**src/hdl/dacq_pkg.sv**
```systemverilog
// ----------------------------------------------------------------------------
// dacq_pkg
// shared types and constants for the directional ascent cost query block
// ----------------------------------------------------------------------------
package dacq_pkg;

   // fixed field widths of the channels
   localparam int CMD_BITS    = 2;
   localparam int HEIGHT_IN_BITS = 32;
   localparam int IDX_BITS    = 10;
   localparam int BUDGET_BITS = 48;
   localparam int STATUS_BITS = 2;
   localparam int REMAIN_BITS = 47;

   // parameter defaults
   localparam int DEPTH_DEFAULT       = 1024;
   localparam int HEIGHT_BITS_DEFAULT = 32;
   localparam int SUM_BITS_DEFAULT    = 48;

   // command codes
   localparam logic [CMD_BITS-1:0] CMD_APPEND  = 2'd0;
   localparam logic [CMD_BITS-1:0] CMD_QUERY   = 2'd1;
   localparam logic [CMD_BITS-1:0] CMD_RESTART = 2'd2;

   // status codes
   localparam logic [STATUS_BITS-1:0] STATUS_OK    = 2'd0;
   localparam logic [STATUS_BITS-1:0] STATUS_OVER  = 2'd1;
   localparam logic [STATUS_BITS-1:0] STATUS_RANGE = 2'd2;

   // controller to datapath commands
   typedef struct packed {
      logic latch;
      logic restart;
      logic diff_en;
      logic write_en;
      logic read_en;
      logic cost_en;
      logic result_load;
   } dacq_ctrl_type;

   // datapath to controller status
   typedef struct packed {
      logic full;
      logic out_busy;
   } dacq_stat_type;

endpackage

```
**src/hdl/dacq_ctrl.sv**
```systemverilog
// ----------------------------------------------------------------------------
// dacq_ctrl
// command sequencer: accepts a beat and steps the datapath through it
// ----------------------------------------------------------------------------
module dacq_ctrl
   import dacq_pkg::*;
(
   input  logic                clock,
   input  logic                reset,
   input  logic                req_valid,
   input  logic [CMD_BITS-1:0] req_cmd,
   output logic                req_ready,
   input  dacq_stat_type       stat,
   output dacq_ctrl_type       ctrl
);

   localparam logic [2:0] S_IDLE   = 3'd0;
   localparam logic [2:0] S_DIFF   = 3'd1;
   localparam logic [2:0] S_WRITE  = 3'd2;
   localparam logic [2:0] S_READ   = 3'd3;
   localparam logic [2:0] S_COST   = 3'd4;
   localparam logic [2:0] S_RESULT = 3'd5;

   logic [2:0] state_ff;
   logic [2:0] state_in;

   assign req_ready = (state_ff == S_IDLE);

   always_comb begin
      state_in = state_ff;
      ctrl     = '0;
      unique case (state_ff)
         S_IDLE: begin
            if (req_valid) begin
               ctrl.latch = 1'b1;
               unique case (req_cmd)
                  CMD_APPEND:  state_in = S_DIFF;
                  CMD_QUERY:   state_in = S_READ;
                  CMD_RESTART: ctrl.restart = 1'b1;
                  default:     state_in = S_IDLE;
               endcase
            end
         end
         S_DIFF: begin
            // a full store drops the append
            if (stat.full) begin
               state_in = S_IDLE;
            end else begin
               ctrl.diff_en = 1'b1;
               state_in     = S_WRITE;
            end
         end
         S_WRITE: begin
            ctrl.write_en = 1'b1;
            state_in      = S_IDLE;
         end
         S_READ: begin
            ctrl.read_en = 1'b1;
            state_in     = S_COST;
         end
         S_COST: begin
            ctrl.cost_en = 1'b1;
            state_in     = S_RESULT;
         end
         S_RESULT: begin
            if (!stat.out_busy) begin
               ctrl.result_load = 1'b1;
               state_in         = S_IDLE;
            end
         end
         default: state_in = S_IDLE;
      endcase
   end

   always_ff @(posedge clock) begin
      if (reset) begin
         state_ff <= S_IDLE;
      end else begin
         state_ff <= state_in;
      end
   end

endmodule

```
**config.mk**
```make
export PLATFORM = sky130hd
export DESIGN_NAME = dacq_ctrl
export DESIGN_NICKNAME = d
export VERILOG_FILES = /design/src/hdl/dacq_pkg.sv /design/src/hdl/dacq_ctrl.sv
export SDC_FILE = /design/constraint.sdc
export NUM_CORES = 1
export LEC_CHECK = 0
export ABC_AREA = 1
export BUFFER_PORTS_ARGS = -buffer_cell sky130_fd_sc_hd__buf_2
export CORE_AREA = 10 10 47 49
export CTS_BUF_LIST = sky130_fd_sc_hd__clkbuf_2 sky130_fd_sc_hd__clkbuf_4 sky130_fd_sc_hd__clkbuf_8
export DETAILED_ROUTE_END_ITERATION = 10
export DIE_AREA = 0 0 57 59
export HOLD_SLACK_MARGIN = 0.1
export PLACE_DENSITY_LB_ADDON = 0.12
export SLEW_MARGIN = 20
export SYNTH_ARGS = -nofsm -noshare
export SYNTH_HDL_FRONTEND = slang
export SYNTH_SLANG_ARGS = --single-unit
```
**constraint.sdc**
```tcl
create_clock -name clock -period 1.34 [get_ports clock]
set_clock_uncertainty 0.1 [all_clocks]
set_input_delay 0.335 -clock clock [delete_from_list [all_inputs] [get_ports clock]]
set_output_delay 0.335 -clock clock [all_outputs]
set_load 0.01 [all_outputs]
```
==> impl_metrics.env, run 1 <==
export IMPL_outcome="finished, violations left"
export IMPL_violations="setup timing"
export IMPL_cts_buffers=3
export IMPL_num_vias=360
export IMPL_viasPerCell=4.44
export IMPL_fin_crit_sh_pct=113
export IMPL_synthXorXnorAreaFrac_pct=0
export IMPL_synthFlopType="dfxtp_1"
export IMPL_drt_antenna_violating_nets=0
export IMPL_grt_pass1_vias=347
export IMPL_ir_worst_vdd_uv=377
export IMPL_wire_per_inst_um=11.3
export IMPL_die_area_mm2=0.00336
export IMPL_hold_buffers=0
export IMPL_r2r_cells=7
export IMPL_synthSimpleGateAreaFrac_pct=47.1
export IMPL_cts_tree="yes"
export IMPL_cp_start_kind="flop"
export IMPL_antenna_found_initial=0
export IMPL_worst_setup_path_end_kind="output pin"
export IMPL_drtPass1Iterations=2
export IMPL_die_w_um=57
export IMPL_setup_viol=8
export IMPL_ys_warn_count=0
export IMPL_place_area_um2=339
export IMPL_async_flop_share_pct=0
export IMPL_seq_area_frac_synth_pct=25.7
export IMPL_gp_congestion=0.708
export IMPL_start_util_pct=16.7
export IMPL_drive_above_1_share_pct=61.5
export IMPL_rows=14
export IMPL_min_path_cells=2
export IMPL_cellPowerDensity_mw_per_mm2=959
export IMPL_relSlewSlack_pct=87.9
export IMPL_final_nets=73
export IMPL_worstPathArrival_ps=1070
export IMPL_portBuffers=14
export IMPL_final_core_util_pct=33.8
export IMPL_synth_seq_cells=3
export IMPL_reg_top3="state_ff (3)"
export IMPL_yosys_area_top_type="dfxtp_1"
export IMPL_insertion_delay_ps=240
export IMPL_fin_ws_ps=-169
export IMPL_max_cap_violations=0
export IMPL_crit_type="reg -> out"
export IMPL_cp_max_fo=4
export IMPL_synth_compound_gate_area_share_pct=11.2
export IMPL_boundaryPins=15
export IMPL_core_mm2=0.00140
export IMPL_rsz0062_at_grt="true"
export IMPL_finalCriticalPeriod_ps=1510
export IMPL_synth_top_family_by_area="simple AND/OR/NAND/NOR gates"
export IMPL_yosysUniqueCellTypes=16
export IMPL_synth_fa_ha_area_share_pct=0
export IMPL_grt_pass1_wl_um=1480
export IMPL_largest_register_ffs=3
export IMPL_root_buffer="clkbuf_4"
export IMPL_grt_total_usage_pct=5.58
export IMPL_netlist_area_um2=234
export IMPL_synth_top_area_share_pct=25.7
export IMPL_fmaxAchievable_mhz=663
export IMPL_drc=0
export IMPL_worstMarginPinSlew_ps=180
export IMPL_p_total_mw=0.455
export IMPL_reg2reg_slack_ps=150
export IMPL_critPathRequiredTime_ps=900
export IMPL_synth_edf_count=0
export IMPL_clockBufferDepth=2
export IMPL_synth_avg_cell_area_um2=5.71
export IMPL_yosys_top_cells_area="dfxtp_1 26%, nand2_1 16%, inv_1 13%"
export IMPL_synthTopCellsByCount="10 x nand2_1, 8 x inv_1, 3 x dfxtp_1, 3 x nand3_1, 3 x nor2_1"
export IMPL_htree_levels=1
export IMPL_timing_hold_ws_ps=185
export IMPL_yosysMostFrequentCell="nand2_1"
export IMPL_syn_to_final_growth_pct=103
export IMPL_slew_violations=0
export IMPL_synthCells=41
export IMPL_wirelength_um=912
export IMPL_die_h_um=59
export IMPL_hpwl_um=643
export IMPL_fin_area_um2=474
export IMPL_largest_register="state_ff"
export IMPL_min_path_type="in -> reg"
export IMPL_clk_pin_slew_ps=40
export IMPL_grt_max_degree=6
export IMPL_yosys_mux_area_fraction_pct=0
export IMPL_clock_sinks=3
export IMPL_antennaDiodeCount=0
export IMPL_hold_viol=0
export IMPL_gr_total_overflow=0
export IMPL_syn_nets=48
export IMPL_drt_iter0_markers=4
export IMPL_leakage_nw=0.262
==> power breakdown <==
part / switching [mW] / internal [mW] / leakage, nW
registers: 0.0122 / 0.0948 / 0.0267
clock network: 0.0566 / 0.132 / 0.0184
logic: 0.0803 / 0.0784 / 0.217
==> logic make-up (layout without fill, tap and decap cells) <==
family,count (synthesis),in the layout
buf+inv,10,34
compound gates,5,5
flops,3,3
simple gates,23,23
==> routing by layer <==
metal  track usage [%]  share of wire [%]  wire length [µm]  vias up
li1                  -                  -                 -      177
met3              2.36                8.1                74        2
met4              5.03                1.3                12        0
met1              4.76                 36               326      171
met5                 0                  0                 0        -
met2              9.77                 55               499       10
==> path summary, 6_finish.rpt <==
kind          startpoint           to
min reg2reg  state_ff[1]  state_ff[2]
max          state_ff[1]      ctrl[5]
max reg2reg  state_ff[0]  state_ff[1]
min                reset  state_ff[2]
==> stage by stage <==
| stage | setup WS, ps | setup TNS [ps] | std cells |
|---|---|---|---|
| 2_1_floorplan | 21.4 | 0 | 41 |
| 3_3_place_gp | 43.8 | 0 | 73 |
| 3_5_place_dp | 39.6 | 0 | 73 |
| 4_1_cts | -137 | -802 | 80 |
| 5_1_grt | -213 | -1240 | 81 |
| 6_report | -169 | -812 | 81 |
==> area by class of cell <==
type                            instances  area, µm²
Inverter                               10       37.5
Sequential cell                         3       71.3
Multi-Input combinational cell         28        180
Tap cell                               16       20.0
Timing Repair Buffer                   20        135
Clock buffer                            4       30.0
Fill cell                             158        927
==> cell usage in the layout, fill, tap and decap left out, drive strengths merged <==
| master | n |
|---|---|
| buf | 20 |
| nand2 | 11 |
| inv | 10 |
| nor2 | 5 |
| clkbuf | 4 |
| dfxtp | 3 |
| nand3 | 3 |
| nor3 | 2 |
| a21oi | 2 |
| o21ai | 2 |
| nor4 | 1 |
| nand4 | 1 |
| a31oi | 1 |
==> critical path, stage by stage, from the launching register on <==
cell and delay [ps]:
dfxtp_4 360, nor2_4 120, nand2_2 80, nor3_2 120, buf_2 150
==> repair_timing <==
item	4_1_cts	5_1_grt
setup buffers	3	1
endpoints found under the setup margin	8	8
hold endpoints to repair	0	0
pin swaps	5	1
gates resized for setup	14	7
Power figures use the tool's default switching activity.
==> run 2, diff against run 1 <==
==> constraint.sdc (replaced) <==
create_clock -name clock -period 1.34 [get_ports clock]
set_clock_uncertainty 0.1 [all_clocks]
set_input_delay 0.067 -clock clock [delete_from_list [all_inputs] [get_ports clock]]
set_output_delay 0.067 -clock clock [all_outputs]
set_load 0.01 [all_outputs]
==> run 2 against run 1 <==
The run now ends clean. Total power shrank 14%. Sequential power about the same. Via count shrank 15%. Maximum frequency is 18% higher. First-iteration DRC count is 75% lower. Sequential share of layout area grew 1.1 points. Highest routed layer is now met3. Register-to-register slack gained 100 ps. Critical endpoint is now ctrl[0]. Wire length shrank 16%. Global-route usage is 0.86 points lower. Count of clock-buffer cells in the layout unchanged. Final area shrank 18%.
==> impl_metrics.env, run 2 (synthesis results as in run 1) <==
export IMPL_outcome="complete, no violations"
export IMPL_grt_max_degree=8
export IMPL_antennaDiodeCount=0
export IMPL_critPathSlowestCell="dlygate4sd3_1"
export IMPL_drt_antenna_violating_nets=0
export IMPL_cp_start_kind="primary input"
export IMPL_min_path_type="in -> reg"
export IMPL_wire_per_inst_um=10.0
export IMPL_largest_register_ffs=3
export IMPL_drc=0
export IMPL_layout_cells_non_filler=77
export IMPL_max_cap_violations=0
export IMPL_worst_setup_path_end_kind="output pin"
export IMPL_core_mm2=0.00140
export IMPL_gp_congestion=0.759
export IMPL_num_vias=305
export IMPL_leakage_nw=0.234
export IMPL_gr_total_overflow=0
export IMPL_grt_total_usage_pct=4.71
export IMPL_p_seq_share_pct=27.6
export IMPL_fin_area_um2=388
export IMPL_path_cells="dlygate4sd3_1 > buf_2 > nor4_2 > buf_2"
export IMPL_p_int_mw=0.275
export IMPL_clockBufferDepth=2
export IMPL_ir_worst_vdd_uv=203
export IMPL_root_buffer="clkbuf_4"
export IMPL_critPathRequiredTime_ps=1170
export IMPL_fin_ws_ps=56.9
export IMPL_reg_top3="state_ff (3)"
export IMPL_dp_cells=71
export IMPL_fin_crit_sh_pct=95.8
export IMPL_drtPass1Iterations=3
export IMPL_final_nets=69
export IMPL_power_switching_mw=0.118
export IMPL_final_common_cell="buf_2"
export IMPL_drive_above_1_share_pct=41.0
export IMPL_portBuffers=14
export IMPL_p_comb_share_pct=27.7
export IMPL_hold_viol=0
export IMPL_clock_sinks=3
export IMPL_timing_hold_ws_ps=113
export IMPL_hpwl_um=663
export IMPL_worstMarginPinSlew_ps=221
export IMPL_cellPowerDensity_mw_per_mm2=1010
export IMPL_relSlewSlack_pct=85.1
export IMPL_die_area_mm2=0.00336
export IMPL_fmaxAchievable_mhz=779
export IMPL_boundaryPins=15
export IMPL_setup_viol=0
export IMPL_htree_levels=1
export IMPL_clockPowerShare_pct=44.7
export IMPL_worstPathArrival_ps=1120
export IMPL_cpMostUsedCell="buf_2"
export IMPL_finalCriticalPeriod_ps=1280
export IMPL_rows=14
export IMPL_final_core_util_pct=27.7
export IMPL_slew_violations=0
export IMPL_final_cell_mix="13 x buf_2, 10 x nand2_1, 8 x inv_1"
export IMPL_cp_max_fo=2
export IMPL_viasPerCell=3.96
export IMPL_place_area_um2=324
export IMPL_cts_tree="yes"
export IMPL_syn_to_final_growth_pct=65.8
export IMPL_die_w_um=57
export IMPL_antenna_found_initial=0
export IMPL_clk_pin_slew_ps=40
export IMPL_insertion_delay_ps=230
export IMPL_rsz0062_at_grt="true"
export IMPL_cts_buffers=3
export IMPL_largest_register="state_ff"
export IMPL_crit_type="in -> out"
export IMPL_place_ws_ps=239
export IMPL_die_h_um=59
export IMPL_max_stage_delay_ps=530
export IMPL_p_sw_share_pct=30.1
export IMPL_drt_iter0_markers=1
export IMPL_grt_pass1_wl_um=1290
export IMPL_start_util_pct=16.7
export IMPL_wirelength_um=770
export IMPL_grt_pass1_vias=301
[run 2: critical path: cells and delay by family]
family | cells | cell delay [ps]
buffers and inverters | 3 | 830
and+or+nand+nor | 1 | 220
[run 2: routing by layer]
layer	GRT usage [%]	wire, µm	vias to the layer above
met2	7.60	408	6
met3	1.50	44	0
met5	0	0	-
met1	4.88	317	131
li1	-	-	168
met4	4.03	0	0
[run 2: layout make-up]
| class | instances | area (µm²) |
|---|---|---|
| timing repair buffer | 16 | 95.1 |
| inverter | 10 | 37.5 |
| multi-input combinational | 28 | 143 |
| fill | 173 | 1010 |
| clock buffer | 4 | 30.0 |
| sequential | 3 | 62.6 |
| tap | 16 | 20.0 |
[run 2: worst paths after layout]
path	endpoint	slack, ps	start	depth (start not counted)
setup / recovery	ctrl[0]	60	stat[0]	4
setup reg to reg	state_ff[0]	250	state_ff[1]	7
hold / removal	state_ff[0]	110	req_valid	5
hold reg to reg	state_ff[2]	470	state_ff[1]	2
[run 2: timing repair]
item	CTS	global route
endpoints found under the hold margin	3	0
gates resized for setup	0	3
setup buffers	0	0
hold buffers	3	0
endpoints found under the setup margin	0	4
[run 2: per-stage QoR]
step	power (mW)	TNS, ps
floorplan	0.173	0
global placement	0.214	0
detailed placement	0.213	0
CTS	0.403	0
global route	0.429	-7.00
finish	0.393	0
[run 2: power groups by stage]
stage | registers, mW | logic, mW | clock network, mW
2_1_floorplan | 0.106 | 0.0669 | 0
3_3_place_gp | 0.109 | 0.106 | 0
3_5_place_dp | 0.109 | 0.104 | 0
4_1_cts | 0.107 | 0.111 | 0.184
5_1_grt | 0.110 | 0.122 | 0.196
6_report | 0.108 | 0.109 | 0.176
